**src/sv/bpc_pkg.sv**
```systemverilog
// Shared types and constants for the pair-frequency counter.
// Used by bpc_ctrl, bpc_dpath and bpe_pair_count_argmax; depends on nothing.
package bpc_pkg;

  localparam int VOCAB_IDS_DEF  = 256;
  localparam int COUNT_BITS_DEF = 24;
  localparam int ID_W           = 8;
  localparam int OUT_COUNT_W    = 24;
  localparam int MERGE_MIN      = 2;
  localparam int CFG_ADDR_W     = 3;
  localparam int CFG_DATA_W     = 32;

  localparam logic REG_NEWLINE_ID     = 1'b0;
  localparam logic REG_NEWLINE_ENABLE = 1'b1;

  typedef struct packed {
    logic latch;
    logic clear_step;
    logic update;
  } dp_cmd_t;

  typedef struct packed {
    logic clear_last;
  } dp_status_t;

endpackage

```
**src/sv/bpc_ctrl.sv**
```systemverilog
// Controller state machine of the pair-frequency counter.
// Depends on bpc_pkg; drives the command word of bpc_dpath.
module bpc_ctrl
  import bpc_pkg::*;
(
  input  logic       clk,
  input  logic       rst,
  input  logic       start,
  input  logic       round_start,
  input  dp_status_t status,
  output dp_cmd_t    cmd,
  output logic       busy,
  output logic       done
);

  typedef enum logic [1:0] {
    S_IDLE,
    S_CLEAR,
    S_READ,
    S_UPDATE
  } state_t;

  state_t state;
  logic   have_item;

  always_comb begin
    cmd.latch      = (state == S_IDLE) && start;
    cmd.clear_step = (state == S_CLEAR);
    cmd.update     = (state == S_UPDATE);
  end

  always_ff @(posedge clk) begin
    if (rst) begin
      state     <= S_CLEAR;
      have_item <= 1'b0;
      busy      <= 1'b1;
      done      <= 1'b0;
    end else begin
      done <= 1'b0;
      case (state)
        S_IDLE: begin
          if (start) begin
            have_item <= 1'b1;
            busy      <= 1'b1;
            state     <= round_start ? S_CLEAR : S_READ;
          end
        end
        S_CLEAR: begin
          if (status.clear_last) begin
            state <= have_item ? S_READ : S_IDLE;
            busy  <= have_item;
          end
        end
        S_READ: begin
          state <= S_UPDATE;
        end
        S_UPDATE: begin
          state     <= S_IDLE;
          have_item <= 1'b0;
          busy      <= 1'b0;
          done      <= 1'b1;
        end
        default: begin
          state <= S_IDLE;
          busy  <= 1'b0;
        end
      endcase
    end
  end

endmodule

```
**config.mk**
```make
export PLATFORM = sky130hd
export DESIGN_NAME = bpc_ctrl
export DESIGN_NICKNAME = d
export VERILOG_FILES = /design/src/sv/bpc_pkg.sv /design/src/sv/bpc_ctrl.sv
export SDC_FILE = /design/constraint.sdc
export NUM_CORES = 1
export LEC_CHECK = 0
export ABC_AREA = 1
export BUFFER_PORTS_ARGS = -buffer_cell sky130_fd_sc_hd__buf_2
export CORE_AREA = 10 10 47 49
export CTS_CLUSTER_SIZE = 8
export DETAILED_ROUTE_END_ITERATION = 7
export DIE_AREA = 0 0 57 59
export GPL_TIMING_DRIVEN = 1
export PLACE_DENSITY_LB_ADDON = 0.08
export SLEW_MARGIN = 20
export SYNTH_ARGS = -nofsm -noshare
export SYNTH_HDL_FRONTEND = slang
export SYNTH_SLANG_ARGS = --single-unit
```
**constraint.sdc**
```tcl
create_clock -name clk -period 1.5 [get_ports clk]
set_clock_uncertainty 0.2 [all_clocks]
set_input_delay 0.3 -clock clk [delete_from_list [all_inputs] [get_ports clk]]
set_output_delay 0.3 -clock clk [all_outputs]
set_load 0.01 [all_outputs]
```
==> summary.txt <==
Outcome
  • Status: complete, no violations

Pwr
  • Internal power: 289 uW
  • Sw Pwr: 114 uW
  • Cell Pwr Density: 1180 nW/um2
  • Reg power frac: 39.7%
  • Net Sw Frac: 28.2%
  • Standby leakage power: 0.196 nW
  • Gate power share: 21.9%
  • Max VDD drop: 0.330 mV
  • Clock power share: 38.4%

Synthesis
  • Register bit total from synthesis: 5
  • Netlist cell types: 12
  • Yosys warns: 0
  • Post-synthesis sequential area ratio: 42.8%
  • Async S/R FF share, synth: 0%
  • Synth cell count leaders: nand2_1 (9), dfxtp_1 (5), inv_1 (5)
  • Share of the synthesized area in the top cell type: 42.8%
  • Post-Syn Area: 234 um2
  • Post-Synthesis Cells: 33
  • Area leader, netlist: dfxtp_1
  • Most frequent cell after synthesis: nand2_1
  • Syn_nets: 38
  • Post-synth EDFFs: 0
  • Top post-synthesis cells by area: dfxtp_1 (43%), nand2_1 (14%), inv_1 (8.0%)
  • Avg Cell Area, Syn: 7.09 um2
  • Top FF cell, synth: dfxtp_1

Floorplan
  • Die ar.: 3360 um2
  • Die height: 59 um
  • Die Span X: 57 um
  • Initial Utilization: 16.7%
  • FP Rows: 14
  • Io pins: 10
  • Core area: 1400 um2

Critical path
  • Worst endpoint required time: 1000 ps
  • Setup crit end kind: output port
  • CP Launch Type: flop
  • CP arrival: 940 ps
  • Critical path class: reg -> out
  • CP Max Fanout: 5

Global routing
  • Largest net degree at the start of global routing: 6
  • Total GRT Usage: 4.29%
  • Vias in the first global route: 251
  • First-pass GRT wire length: 1.06 mm
  • Overflow after GRT: 0
  • Antenna violations before repair: 0

Placement
  • Gpl congestion: 0.798
  • Cells after DPL: 58
  • Placed Area: 299 um2
  • Post-detail-place hpwl: 475 um
  • IO buf count: 9

Timing
  • Final min period: 1440 ps
  • Setup TNS: 0 ps
  • Period utilization: 96.3%
  • Worst slew pin tran: 117 ps
  • Final setup violating endpoints: 0
  • Highest Clock Rate: 692 MHz
  • Final hold viol count: 0
  • Slew Limit Fails: 0
  • RSZ-0062 raised after global routing: true
  • Min Hold Slack: 63.9 ps
  • Slew HR: 92.2%

Drt
  • DR pass1 iterations: 2
  • Routed WL per cell: 9.25 um
  • Drt total wl: 592 um
  • Vias post-DR: 250
  • Vias per cell: 3.91
  • Final ANT Viol Nets: 0
  • DRC Markers: 0
  • 1st-iter DRT viols: 2

Clock network
  • Post-CTS Hold Buffers: 0
  • CTS tree: done
  • Clk buf depth: 2
  • Clock sink count: 5
  • CTS Buf Count: 3
  • Reg clk slew, reported paths: 50 ps
  • Worst-skew pair later-pin latency: 240 ps
  • Htree depth: 1
  • Root Driver: clkbuf_4

Hold path
  • Hold Crit Class: in -> reg

Layout
  • Final cell count without fillers: 64
  • Register Area: 103 um2
  • Nets: 54
  • Area Overhead vs Synth: 46.5%
  • Fillers: 167
  • Final Instance Area: 343 um2
  • Antenna cells: 0
  • Multi-input gate area: 111 um2
  • Layout cells sized above 1: 43.8%

Job
  • Max Cap Viol: 0
## per-stage QoR
stage / total power [mW] / setup WS [ps] / utilization (%)
2_1_floorplan: 0.212 / 351 / -
3_3_place_gp: 0.242 / 223 / 21.3
3_5_place_dp: 0.241 / 215 / 21.3
4_1_cts: 0.405 / 11.7 / 23.8
5_1_grt: 0.439 / -8.01 / 24.5
6_report: 0.403 / 55.5 / 24.5
## power by group through the flow
stage	registers, mW	clock network (mW)	logic, mW
3_5_place_dp	0.161	0	0.0796
4_1_cts	0.159	0.161	0.0846
2_1_floorplan	0.161	0	0.0505
6_report	0.160	0.155	0.0882
3_3_place_gp	0.162	0	0.0798
5_1_grt	0.163	0.176	0.100
## layout by cell type, fill, tap and decap left out
cell / count
inv_1: 5
nand3b_2: 1
nand3_1: 3
nand4_1: 2
dfxtp_1: 3
nand3_2: 1
inv_2: 1
nor2_2: 1
buf_4: 2
buf_2: 9
dfxtp_2: 2
clkbuf_1: 1
nand2_2: 1
clkbuf_4: 3
a21oi_1: 1
nor2_1: 3
nand2_1: 9
## metal layers
metal	up-vias	part of all wire (%)	GRT usage, %
met5	-	0	0
met4	0	4.2	4.03
met3	2	15	4.29
met2	10	44	6.20
met1	104	36	3.22
li1	134	-	-
## final timing paths
kind             start        end  slack, ps  depth (start not counted)
max           state[0]     cmd[2]         60                          4
min                rst   state[1]         60                          2
max reg2reg   state[0]       busy        210                          7
min reg2reg  have_item  have_item        270                          2
## state kept, by name, summed over array words and instances, names as in the netlist
register and flops:
busy 1, done 1, state 2, have_item 1
## timing repair
action | 4_1_cts | 5_1_grt
gates resized for setup | 0 | 2
buffers inserted | 1 | 1
pin swaps | 1 | 1
setup endpoints to repair | 1 | 3
endpoints found under the hold margin | 0 | 0
## area by class of cell
cell class              count  share of cell area, %
clock buffers               4                   7.66
multi-input cells          22                   32.5
well taps                  16                   5.84
repair buffers             11                   17.5
flip-flops and latches      5                   29.9
inverters                   6                   6.57
## kinds of logic (layout without fill, tap and decap cells)
| group | after synthesis | in the layout | share of synthesized area [%] |
|---|---|---|---|
| AND/OR/NAND/NOR | 21 | 21 | 45.5 |
| flip-flops | 5 | 5 | 42.8 |
| AO/OA/AOI/OAI | 1 | 1 | 2.14 |
| buffers and inverters | 6 | 21 | 9.62 |
## worst max-delay path: stages (launching register included)
cell and delay, ps:
dfxtp_2 340, nor2_2 120, nand2_1 80, inv_1 50, buf_2 120
(Power assumes the default switching activity.)
